`config.mk`:
```
export PLATFORM = sky130hd
export DESIGN_NAME = multilevel_priority_ready_queue
export DESIGN_NICKNAME = d
export VERILOG_FILES = /design/src/sv/mlpq_pkg.sv /design/src/sv/mlpq_ram.sv /design/src/sv/mlpq_dp.sv /design/src/sv/mlpq_ctrl.sv /design/src/sv/multilevel_priority_ready_queue.sv
export SDC_FILE = /design/constraint.sdc
export NUM_CORES = 1
export LEC_CHECK = 0
export ABC_AREA = 1
export BUFFER_PORTS_ARGS = -buffer_cell sky130_fd_sc_hd__clkbuf_2
export CAP_MARGIN = 20
export CORE_ASPECT_RATIO = 1.1
export CORE_MARGIN = 10
export CORE_UTILIZATION = 50
export CTS_CLUSTER_SIZE = 24
export DETAILED_ROUTE_END_ITERATION = 6
export HOLD_SLACK_MARGIN = 0.03
export PLACE_DENSITY = 0.68
export REMOVE_ABC_BUFFERS = 1
export SYNTH_ARGS = -nofsm -noshare
export SYNTH_HDL_FRONTEND = slang
export SYNTH_HIERARCHICAL = 1
export SYNTH_SLANG_ARGS = --single-unit
```
`constraint.sdc`:
```
create_clock -name clk -period 8 [get_ports clk]
set_clock_uncertainty 0.05 [all_clocks]
set_input_delay 0.4 -clock clk [delete_from_list [all_inputs] [get_ports clk]]
set_output_delay 0.4 -clock clk [all_outputs]
set_load 0.005 [all_outputs]
```
`src/sv/mlpq_pkg.sv`:
```
// shared constants, status and mode codes for the multilevel priority ready queue
// no dependencies
`default_nettype none
package mlpq_pkg;
  localparam int MAX_LEVELS_DEF  = 8;
  localparam int LEVEL_DEPTH_DEF = 16;
  localparam logic [3:0] ACTIVE_LEVELS_RST = 4'd4;

  localparam logic [1:0] MODE_ENQ = 2'd0;
  localparam logic [1:0] MODE_DEQ = 2'd1;
  localparam logic [1:0] MODE_REM = 2'd2;

  localparam logic [2:0] ST_OK        = 3'd0;
  localparam logic [2:0] ST_ILLEGAL   = 3'd1;
  localparam logic [2:0] ST_INTERRUPT = 3'd2;
  localparam logic [2:0] ST_FULL      = 3'd3;
  localparam logic [2:0] ST_NONE      = 3'd4;

  // controller to datapath commands
  typedef struct packed {
    logic load;     // capture request, set up level
    logic rd;       // select first non-empty level for dequeue, rewind scan
    logic step;     // advance scan position
    logic wr_shift; // write shifted word back at previous position
    logic wr_enq;   // append word
    logic pop;      // decrement occupancy of level
    logic push;     // increment occupancy of level
  } mlpq_cmd_t;

  // datapath to controller status
  typedef struct packed {
    logic legal;     // level below active count
    logic full;      // level holds depth entries
    logic empty;     // chosen level empty (dequeue: all empty)
    logic scan_last; // scan position at last occupied entry
    logic match;     // read word equals request id
  } mlpq_sts_t;
endpackage
`default_nettype wire

```
`src/sv/mlpq_ram.sv`:
```
// generic single port write, single port read ram with registered read
// no dependencies
`default_nettype none
module mlpq_ram #(
  parameter int WIDTH = 8,
  parameter int DEPTH = 128
) (
  input  wire logic                     clk,
  input  wire logic                     we,
  input  wire logic [$clog2(DEPTH)-1:0] waddr,
  input  wire logic [WIDTH-1:0]         wdata,
  input  wire logic [$clog2(DEPTH)-1:0] raddr,
  output      logic [WIDTH-1:0]         rdata
);
  logic [WIDTH-1:0] mem [DEPTH];

  // write port and registered read
  always_ff @(posedge clk) begin
    if (we) begin
      mem[waddr] <= wdata;
    end
    rdata <= mem[raddr];
  end
endmodule
`default_nettype wire

```
`src/sv/mlpq_dp.sv`:
```
// datapath: request register, occupancy counters, entry ram, scan pointer
// depends on mlpq_pkg and mlpq_ram
`default_nettype none
module mlpq_dp
  import mlpq_pkg::*;
#(
  parameter int MAX_LEVELS  = MAX_LEVELS_DEF,
  parameter int LEVEL_DEPTH = LEVEL_DEPTH_DEF
) (
  input  wire logic       clk,
  input  wire logic       rst_n,
  input  wire logic [3:0] active_levels,
  input  wire logic [7:0] process_id,
  input  wire logic [3:0] priority_req,
  input  wire mlpq_cmd_t  cmd,
  output      mlpq_sts_t  sts,
  output      logic [7:0] rd_word
);
  localparam int LW = (MAX_LEVELS > 1) ? $clog2(MAX_LEVELS) : 1;
  localparam int PW = $clog2(LEVEL_DEPTH);
  localparam int CW = $clog2(LEVEL_DEPTH + 1);
  localparam int AW = LW + PW;

  logic [CW-1:0] occ_r [MAX_LEVELS];
  logic [LW-1:0] lvl_r, lvl_nxt;
  logic [7:0]    pid_r;
  logic          legal_r, legal_nxt;
  logic          deq_r;
  logic [PW-1:0] pos_r, pos_nxt;
  logic          found;
  logic [LW-1:0] deq_lvl;
  logic [4:0]    eff;
  logic          we;
  logic [AW-1:0] waddr, raddr;
  logic [PW-1:0] wpos;
  logic [7:0]    wdata;

  // effective level count, capped
  assign eff = ({1'b0, active_levels} > 5'(MAX_LEVELS)) ? 5'(MAX_LEVELS)
                                                       : {1'b0, active_levels};

  // request level and its legality
  assign legal_nxt = ({1'b0, priority_req} < eff);
  assign lvl_nxt   = LW'(priority_req);

  // first non-empty visible level for dequeue
  always_comb begin
    deq_lvl = '0;
    found   = 1'b0;
    for (int l = MAX_LEVELS - 1; l >= 0; l--) begin
      if (5'(l) < eff && occ_r[l] != '0) begin
        deq_lvl = LW'(l);
        found   = 1'b1;
      end
    end
  end

  // request register; dequeue replaces the level with the chosen one
  always_ff @(posedge clk) begin
    if (cmd.load) begin
      pid_r   <= process_id;
      deq_r   <= 1'b0;
      lvl_r   <= lvl_nxt;
      legal_r <= legal_nxt;
    end else if (cmd.rd) begin
      lvl_r   <= deq_lvl;
      legal_r <= found;
      deq_r   <= 1'b1;
    end
  end

  // scan position
  always_comb begin
    pos_nxt = pos_r;
    if (cmd.load || cmd.rd) begin
      pos_nxt = '0;
    end else if (cmd.step) begin
      pos_nxt = pos_r + PW'(1);
    end
  end
  always_ff @(posedge clk) begin
    pos_r <= pos_nxt;
  end

  // occupancy counters
  always_ff @(posedge clk) begin
    if (!rst_n) begin
      for (int l = 0; l < MAX_LEVELS; l++) occ_r[l] <= '0;
    end else if (cmd.push) begin
      occ_r[lvl_r] <= occ_r[lvl_r] + CW'(1);
    end else if (cmd.pop) begin
      occ_r[lvl_r] <= occ_r[lvl_r] - CW'(1);
    end
  end

  // entry ram: read at scan position, write appended or shifted word
  assign we    = cmd.wr_enq | cmd.wr_shift;
  assign wpos  = cmd.wr_enq ? PW'(occ_r[lvl_r]) : (pos_r - PW'(1));
  assign waddr = {lvl_r, wpos};
  assign wdata = cmd.wr_enq ? pid_r : rd_word;
  assign raddr = {lvl_r, pos_r};

  mlpq_ram #(.WIDTH(8), .DEPTH(2 ** AW)) u_ram (
    .clk  (clk),
    .we   (we),
    .waddr(waddr),
    .wdata(wdata),
    .raddr(raddr),
    .rdata(rd_word)
  );

  // status to controller
  assign sts.legal     = legal_r;
  assign sts.full      = (occ_r[lvl_r] == CW'(LEVEL_DEPTH));
  assign sts.empty     = deq_r ? !legal_r : (occ_r[lvl_r] == '0);
  assign sts.scan_last = (CW'(pos_r) + CW'(1) >= occ_r[lvl_r]);
  assign sts.match     = (rd_word == pid_r);
endmodule
`default_nettype wire

```
`src/sv/mlpq_ctrl.sv`:
```
// controller: sequences enqueue, dequeue and remove over the datapath
// depends on mlpq_pkg
`default_nettype none
module mlpq_ctrl
  import mlpq_pkg::*;
(
  input  wire logic       clk,
  input  wire logic       rst_n,
  input  wire logic       in_valid,
  output      logic       in_ready,
  input  wire logic [1:0] in_mode,
  input  wire logic       in_interrupt_process,
  output      logic       out_valid,
  input  wire logic       out_ready,
  output      logic [2:0] out_status,
  output      logic [7:0] out_result_id,
  output      logic       busy,
  output      mlpq_cmd_t  cmd,
  input  wire mlpq_sts_t  sts,
  input  wire logic [7:0] rd_word
);
  localparam logic [2:0] S_IDLE   = 3'd0;
  localparam logic [2:0] S_DECIDE = 3'd1;
  localparam logic [2:0] S_DQSEL  = 3'd2;
  localparam logic [2:0] S_RDW    = 3'd3;
  localparam logic [2:0] S_SCHK   = 3'd4;
  localparam logic [2:0] S_SHIFT  = 3'd5;

  logic [2:0] state_r, state_nxt;
  logic [1:0] mode_r;
  logic       intr_r;
  logic       ov_r, ov_nxt;
  logic [2:0] st_r, st_nxt;
  logic [7:0] id_r, id_nxt;
  logic       hit_r, hit_nxt;
  logic       take;

  assign take     = in_valid && in_ready;
  assign in_ready = (state_r == S_IDLE) && (!ov_r || out_ready);
  assign busy     = (state_r != S_IDLE);

  always_ff @(posedge clk) begin
    if (take) begin
      mode_r <= in_mode;
      intr_r <= in_interrupt_process;
    end
  end

  // sequencer
  always_comb begin
    state_nxt = state_r;
    cmd       = '0;
    ov_nxt    = ov_r && !out_ready;
    st_nxt    = st_r;
    id_nxt    = id_r;
    hit_nxt   = hit_r;
    case (state_r)
      S_IDLE: begin
        if (take) begin
          cmd.load  = 1'b1;
          state_nxt = S_DECIDE;
        end
      end
      S_DECIDE: begin
        state_nxt = S_IDLE;
        ov_nxt    = 1'b1;
        id_nxt    = '0;
        hit_nxt   = 1'b0;
        case (mode_r)
          MODE_ENQ: begin
            if (!sts.legal) st_nxt = ST_ILLEGAL;
            else if (intr_r) st_nxt = ST_INTERRUPT;
            else if (sts.full) st_nxt = ST_FULL;
            else begin
              st_nxt     = ST_OK;
              cmd.wr_enq = 1'b1;
              cmd.push   = 1'b1;
            end
          end
          MODE_DEQ: begin
            cmd.rd    = 1'b1;
            ov_nxt    = 1'b0;
            state_nxt = S_DQSEL;
          end
          MODE_REM: begin
            if (!sts.legal || sts.empty) st_nxt = ST_NONE;
            else begin
              // word at position zero is being read
              ov_nxt    = 1'b0;
              state_nxt = S_SCHK;
            end
          end
          default: st_nxt = ST_ILLEGAL;
        endcase
      end
      S_DQSEL: begin
        // level chosen; word at position zero is being read
        if (sts.empty) begin
          st_nxt    = ST_NONE;
          ov_nxt    = 1'b1;
          state_nxt = S_IDLE;
        end else begin
          state_nxt = S_SCHK;
        end
      end
      S_RDW: begin
        // read in flight at the new position
        state_nxt = hit_r ? S_SHIFT : S_SCHK;
      end
      S_SCHK: begin
        // read word belongs to the current position
        if (mode_r == MODE_DEQ || sts.match) begin
          id_nxt  = rd_word;
          hit_nxt = 1'b1;
          if (sts.scan_last) begin
            cmd.pop   = 1'b1;
            st_nxt    = ST_OK;
            ov_nxt    = 1'b1;
            state_nxt = S_IDLE;
          end else begin
            cmd.step  = 1'b1;
            state_nxt = S_RDW;
          end
        end else if (sts.scan_last) begin
          st_nxt    = ST_NONE;
          id_nxt    = '0;
          ov_nxt    = 1'b1;
          state_nxt = S_IDLE;
        end else begin
          cmd.step  = 1'b1;
          state_nxt = S_RDW;
        end
      end
      S_SHIFT: begin
        // word of the current position moves one place down
        cmd.wr_shift = 1'b1;
        if (sts.scan_last) begin
          cmd.pop   = 1'b1;
          st_nxt    = ST_OK;
          ov_nxt    = 1'b1;
          state_nxt = S_IDLE;
        end else begin
          cmd.step  = 1'b1;
          state_nxt = S_RDW;
        end
      end
      default: state_nxt = S_IDLE;
    endcase
  end

  always_ff @(posedge clk) begin
    if (!rst_n) begin
      state_r <= S_IDLE;
      ov_r    <= 1'b0;
    end else begin
      state_r <= state_nxt;
      ov_r    <= ov_nxt;
    end
    st_r  <= st_nxt;
    id_r  <= id_nxt;
    hit_r <= hit_nxt;
  end

  assign out_valid     = ov_r;
  assign out_status    = st_r;
  assign out_result_id = id_r;
endmodule
`default_nettype wire

```
`src/sv/multilevel_priority_ready_queue.sv`:
```
// top level: configuration register, controller and datapath
// depends on mlpq_pkg, mlpq_ctrl, mlpq_dp
//
//  channel | signals                                  | direction
//  in      | in_valid/in_ready, mode, id, prio, intr   | in
//  out     | out_valid/out_ready, status, result_id     | out
//  cfg     | cfg_valid/cfg_ready, cfg_active_levels     | in
//
// enqueue and refusals are answered in the decide state, an empty dequeue in the
// level select state; dequeue and remove scan the level with one ram read per
// scanned position and move each later word one place down
// one request at a time; the result waits in the output register while stalled
// and the next word is taken in the cycle it leaves; cfg waits while busy
// reset clears occupancy counters; entry storage is never cleared
`default_nettype none
module multilevel_priority_ready_queue
  import mlpq_pkg::*;
#(
  parameter int MAX_LEVELS  = MAX_LEVELS_DEF,
  parameter int LEVEL_DEPTH = LEVEL_DEPTH_DEF
) (
  input  wire logic       clk,
  input  wire logic       rst_n,
  input  wire logic       in_valid,
  output      logic       in_ready,
  input  wire logic [1:0] in_mode,
  input  wire logic [7:0] in_process_id,
  input  wire logic [3:0] in_priority_req,
  input  wire logic       in_interrupt_process,
  output      logic       out_valid,
  input  wire logic       out_ready,
  output      logic [2:0] out_status,
  output      logic [7:0] out_result_id,
  input  wire logic       cfg_valid,
  output      logic       cfg_ready,
  input  wire logic [3:0] cfg_active_levels
);
  logic [3:0] active_levels_r;
  logic       busy;
  mlpq_cmd_t  cmd;
  mlpq_sts_t  sts;
  logic [7:0] rd_word;

  // configuration register, written only with no request in flight or offered
  assign cfg_ready = !busy && !in_valid;
  always_ff @(posedge clk) begin
    if (!rst_n) active_levels_r <= ACTIVE_LEVELS_RST;
    else if (cfg_valid && cfg_ready) active_levels_r <= cfg_active_levels;
  end

  mlpq_ctrl u_ctrl (
    .clk, .rst_n, .in_valid, .in_ready, .in_mode, .in_interrupt_process,
    .out_valid, .out_ready, .out_status, .out_result_id, .busy,
    .cmd, .sts, .rd_word
  );

  mlpq_dp #(.MAX_LEVELS(MAX_LEVELS), .LEVEL_DEPTH(LEVEL_DEPTH)) u_dp (
    .clk, .rst_n, .active_levels(active_levels_r), .process_id(in_process_id),
    .priority_req(in_priority_req), .cmd, .sts, .rd_word
  );
endmodule
`default_nettype wire

```
After elaboration in Yosys (flattened, before gate mapping)
Memory sizes are Yosys's and may differ from the RTL's. A register that Yosys moved wholly into a read port is not among the register bits.
Index checks and enable logic that the tools add are counted.

word-level totals
  memories kept = 2
  word-level logic and storage cells = 171
  bits in registers = 40
  memory bits (writable) = 1,064

memory list
  name            depth  width  read ports  clocked after Yosys merged registers in  write ports  RTL line        RTL
  u_dp.u_ram.mem  128    8      1           1                                        1            mlpq_ram.sv:15  logic [WIDTH-1:0] mem [DEPTH];
  u_dp.occ_r      8      5      9           1                                        8            mlpq_dp.sv:24   logic [CW-1:0] occ_r [MAX_LEVELS];

operators by class
  equal/unequal tests = 15
  $add $sub $neg = 5
  reductions and logical operators = 42
  $lt $le $gt $ge = 11
  bitwise operators = 2
  mux-type cells = 81

operators with widths
  kind                   count
  $mux W3                22
  $mux W1                41
  $reduce_bool A5 Y1     8
  $mux W8                3
  $lt A3 B5 Y1 const A   4
  $pmux W8 S2            1
  $pmux W3 S5            1
  $logic_and A1 B1 Y1    13
  $pmux W3 S4            1
  $lt A1 B5 Y1 const A   2
  $lt A2 B5 Y1 const A   2
  $mux W5                2
  $pmux W3 S3            1
  $eq A8 B8 Y1           1
  $mux W4                2
  $eq A3 B2 Y1 const B   2
  $eq A3 B3 Y1 const B   2
  $ne A2 B1 Y1 const B   3
  $ne A3 B2 Y1 const B   2
  $pmux W1 S2            3
  $pmux W3 S2            1
  $add A4 B1 Y5 const B  1
  $add A5 B1 Y5 const B  1
  $eq A5 B5 Y1 const B   1
  25 further kinds       36

Longest topological paths before layout
  word-level depth = 15
  mapped depth = 26
  gate-level depth less buffers = 24

Modules after synthesis
Netlist, hierarchy kept.

modules (own cells, without submodules)
  module                           cells an instance  times used  area each (um^2)  seq. area each (um^2)
  mlpq_ram                         3,575              1           42,104.1          30,909.6
  mlpq_dp                          424                1           3,662.3           1,721.7
  mlpq_ctrl                        129                1           1,042.2           530.5
  multilevel_priority_ready_queue  25                 1           177.7             80.1

Least setup slack after synthesis
OpenSTA, ideal clock, no wires.

  path kind = reg2reg
  start = reg (tool-made name)
  end = mem u_dp.u_ram.mem[0][2] (data pin)
  library setup time = 1.197 ns
  data arrival time = 6.575 ns
  path buffers = 3
  path slack = 0.178 ns
  cell stages (with the launch flop) = 14
  required time = 6.753 ns
  clock period less this slack = 7.822 ns
  cells stage by stage = dfxtp_1 -> buf_6 -> buf_8 -> nor2_2 -> nor2_2 -> o21ai_2 -> o211ai_2 -> nand2_2 -> nand2_1 -> nor3_1 -> or2_2 -> nor3_1 -> buf_4 -> o21ai_0

RTL lines
  item           RTL line
  end, declared  mlpq_ram.sv:15

==> reports/metrics.csv <==
metric,value,unit
status,completed,
Non-Filler Instances,5466,
post-route design area,51700,um^2
pre-CTS WS,2330,ps
antenna cells,0,
Nets,4167,
"Req. time, crit path",8250,ps
Pwr per Cell Area,303,nW/um^2
Final Hold Vio Count,0,
Fillers,7659,
final global-route overflow total,0,
crit-path cells,o21ai_0 -> o211ai_1 -> o21ai_2 -> nand2_1 -> nor3_1 -> or2_2 -> nor3_2 -> buf_4 -> inv_1 -> o21ai_0 -> inv_1 -> nor3_1 -> nand2_2 -> nor2_1,
pin count of the biggest net entering global routing,205,
Die Span Y,342,um
row cnt,117,
final WL,119,mm
Gate Count Post-Synth,4153,
H-tree level count,3,
footprint of the multi-input gates,12000,um^2
Post-CTS Setup Bufs,0,
Flop pwr share,47.0,%
global-route wire length before repair,181,mm
top cell family by delay on the critical path,simple AND/OR/NAND/NOR gates,
leading area contributor after synthesis,edfxtp_1,
FF/Latch Area,33300,um^2
sequential element share of the synthesized area,70.7,%
Net Sw Power,4.75,mW
initial antenna violation count,0,
post-route core utilization,55.6,%
hold slack,141,ps
RD Place Congestion,0.878,
max_cap viols,0,
Pins Over Slew Limit,0,
post-layout min period,5600,ps
Clk pwr share,33.5,%
cell internal pwr,10.9,mW
critical path class,flip-flop to flip-flop,
fin worst setup slack,2400,ps
Port Buffer Count,37,
total number of vias,31100,
Critical-path top delay cell,dfxtp_1,
Post-Syn Area,47000,um^2
Tot Pwr,15.7,mW
maximum vdd drop,0.265,mV
fraction of layout cells with a size suffix above 1,7.64,%
min-delay worst type,input pin to flip-flop,
CTS Buf Count,109,
Sink Count,1115,
IO Count,38,
CTS tree,done,
number of flops mapped to enable cells by yosys,1091,
Logic pwr share,19.4,%
Leak,18.5,nW
CP max FO,25,
synth warn,6,
final setup TNS,0,ps
CP Launch Type,flip-flop,
#FFs+latches synth,1115,
final setup fails,0,
Synth async-reset ratio,0,%
top_reg_cell synth,edfxtp_1,
Die ar.,107000,um^2
Longest Clk Path Bufs,3,
final worst-path cycle share,70.0,%
CP arrival,5860,ps
WP buf/inv,3,
DRC errors left,0,
worst slew pin tran,1030,ps
per-cell routed wire length,21.9,um
Root Driver,clkbuf_16,
clk slew on worst S/H paths,60,ps
post-synth top area share,69.7,%
"Gates resized, CTS repair",0,
mean area per synthesized cell,11.3,um^2
FMAX,178,MHz
initial drt markers,4174,
post-route ant nets,0,
core area,93000,um^2
critical path endpoint category,flip-flop,
dpl cells,5236,
clock latency on the worst-skew pair,710,ps
GRT Total Usage,22.0,%
dpl hpwl,69.1,mm
post-synthesis to final-layout area growth,10.0,%
First-pass DRT Iterations,6,
Slowest Stage Delay on Critical Path,950,ps
Sw Ratio,30.3,%
unrepaired setup endpoints after global routing,false,
Initial Utilization,50.5,%
Netlist cell types,43,
top-count cell post-synth,nand2_1,
"top cells by count, synth","nand2_1 (1335), edfxtp_1 (1091), nand3_1 (965)",
Avg Vias per Cell,5.69,
slew margin rel.,31.6,%
vias in the first global route,30200,
chip width,312,um
Post-Place Cell Area,47700,um^2
largest cells by area after synthesis,"edfxtp_1 (70%), nand2_1 (11%), nand3_1 (10%)",
[cells by family after synthesis]
family                   after synthesis  share of synthesized area, %
AND/OR/NAND/NOR                     2589                          23.6
AO/OA/AOI/OAI                         74                         0.913
adder cells (fa/ha/maj)               18                         0.495
buffers and inverters                344                          3.91
flip-flops                          1115                          70.7
XOR/XNOR                              13                         0.298
[power by group through the flow]
| stage | Clock, mW | Sequential [mW] | Combinational [mW] |
|---|---|---|---|
| 2_1_floorplan | 0 | 7.71 | 1.65 |
| 3_3_place_gp | 0 | 7.49 | 2.95 |
| 3_5_place_dp | 0 | 7.49 | 2.97 |
| 4_1_cts | 5.32 | 7.36 | 2.99 |
| 5_1_grt | 5.56 | 7.38 | 3.27 |
| 6_report | 5.25 | 7.37 | 3.04 |
[cells in the final DEF (no fill, tap or decap), types with 4 or more instances in the layout]
cell / instances
dfxtp_1: 20
o21ai_1: 11
clkinvlp_4: 7
nor2_2: 15
nand4_2: 4
xor2_1: 7
clkbuf_16: 110
inv_1: 89
nand2_2: 8
nor2_1: 231
clkbuf_2: 37
clkbuf_1: 17
nor3_1: 16
clkbuf_8: 4
xnor2_1: 4
or2_2: 4
nand3_1: 965
o211ai_1: 6
o21ai_0: 24
ha_1: 17
buf_4: 40
inv_2: 7
clkinv_2: 24
nand2_1: 1325
nand4_1: 4
dlygate4sd3_1: 25
a21oi_1: 18
edfxtp_1: 1091
o21ai_2: 7
clkinv_1: 17
nand2_4: 9
bufinv_16: 16
[what timing repair did]
action	4_1_cts	5_1_grt
hold endpoints to repair	19	0
hold buffers	25	0
setup endpoints to repair	0	0
[flip-flops by register name, indices dropped and copies added (netlist names), 4 cells and up, named ones only]
register              count
active_levels_r           4
u_ctrl/out_result_id      8
u_dp/occ_r               40
u_dp/pid_r                8
u_dp/pos_r                4
u_dp/u_ram/mem         1024
u_dp/u_ram/rdata          8
[final timing paths]
kind,endpoint,start,cells past startpoint,slack (ps)
hold reg to reg,u_dp/deq_r$_SDFFE_PP0P_,u_dp/deq_r$_SDFFE_PP0P_,2,480
setup reg to reg,u_dp/u_ram/mem[31][2]$_DFFE_PP_,flip-flop,14,2400
setup / recovery,u_dp/u_ram/mem[31][2]$_DFFE_PP_,flip-flop,14,2400
hold / removal,u_ctrl/out_valid$_SDFF_PN0_,out_ready,6,140
[cell type report]
type	instances	share of cell area (%)
multi-input combinational	2694	23.2
tap	1249	3.02
inverter	100	0.791
clock inverter	73	1.63
clock buffer	130	5.53
timing repair buffer	105	1.52
sequential	1115	64.3
[worst reg2reg max path: cells and delay by family, from the launching register on]
kind	cells	cell delay [ps]
buf+inv	3	660
compound gates	4	1210
simple gates	7	2340
flops	1	950
[routing by layer]
metal | routed length [um] | track usage (%)
met1 | 47800 | 29.2
met3 | 10500 | 3.29
met4 | 3850 | 8.20
met5 | 0 | 0
met2 | 57300 | 36.6
(Power assumes the default switching activity.)
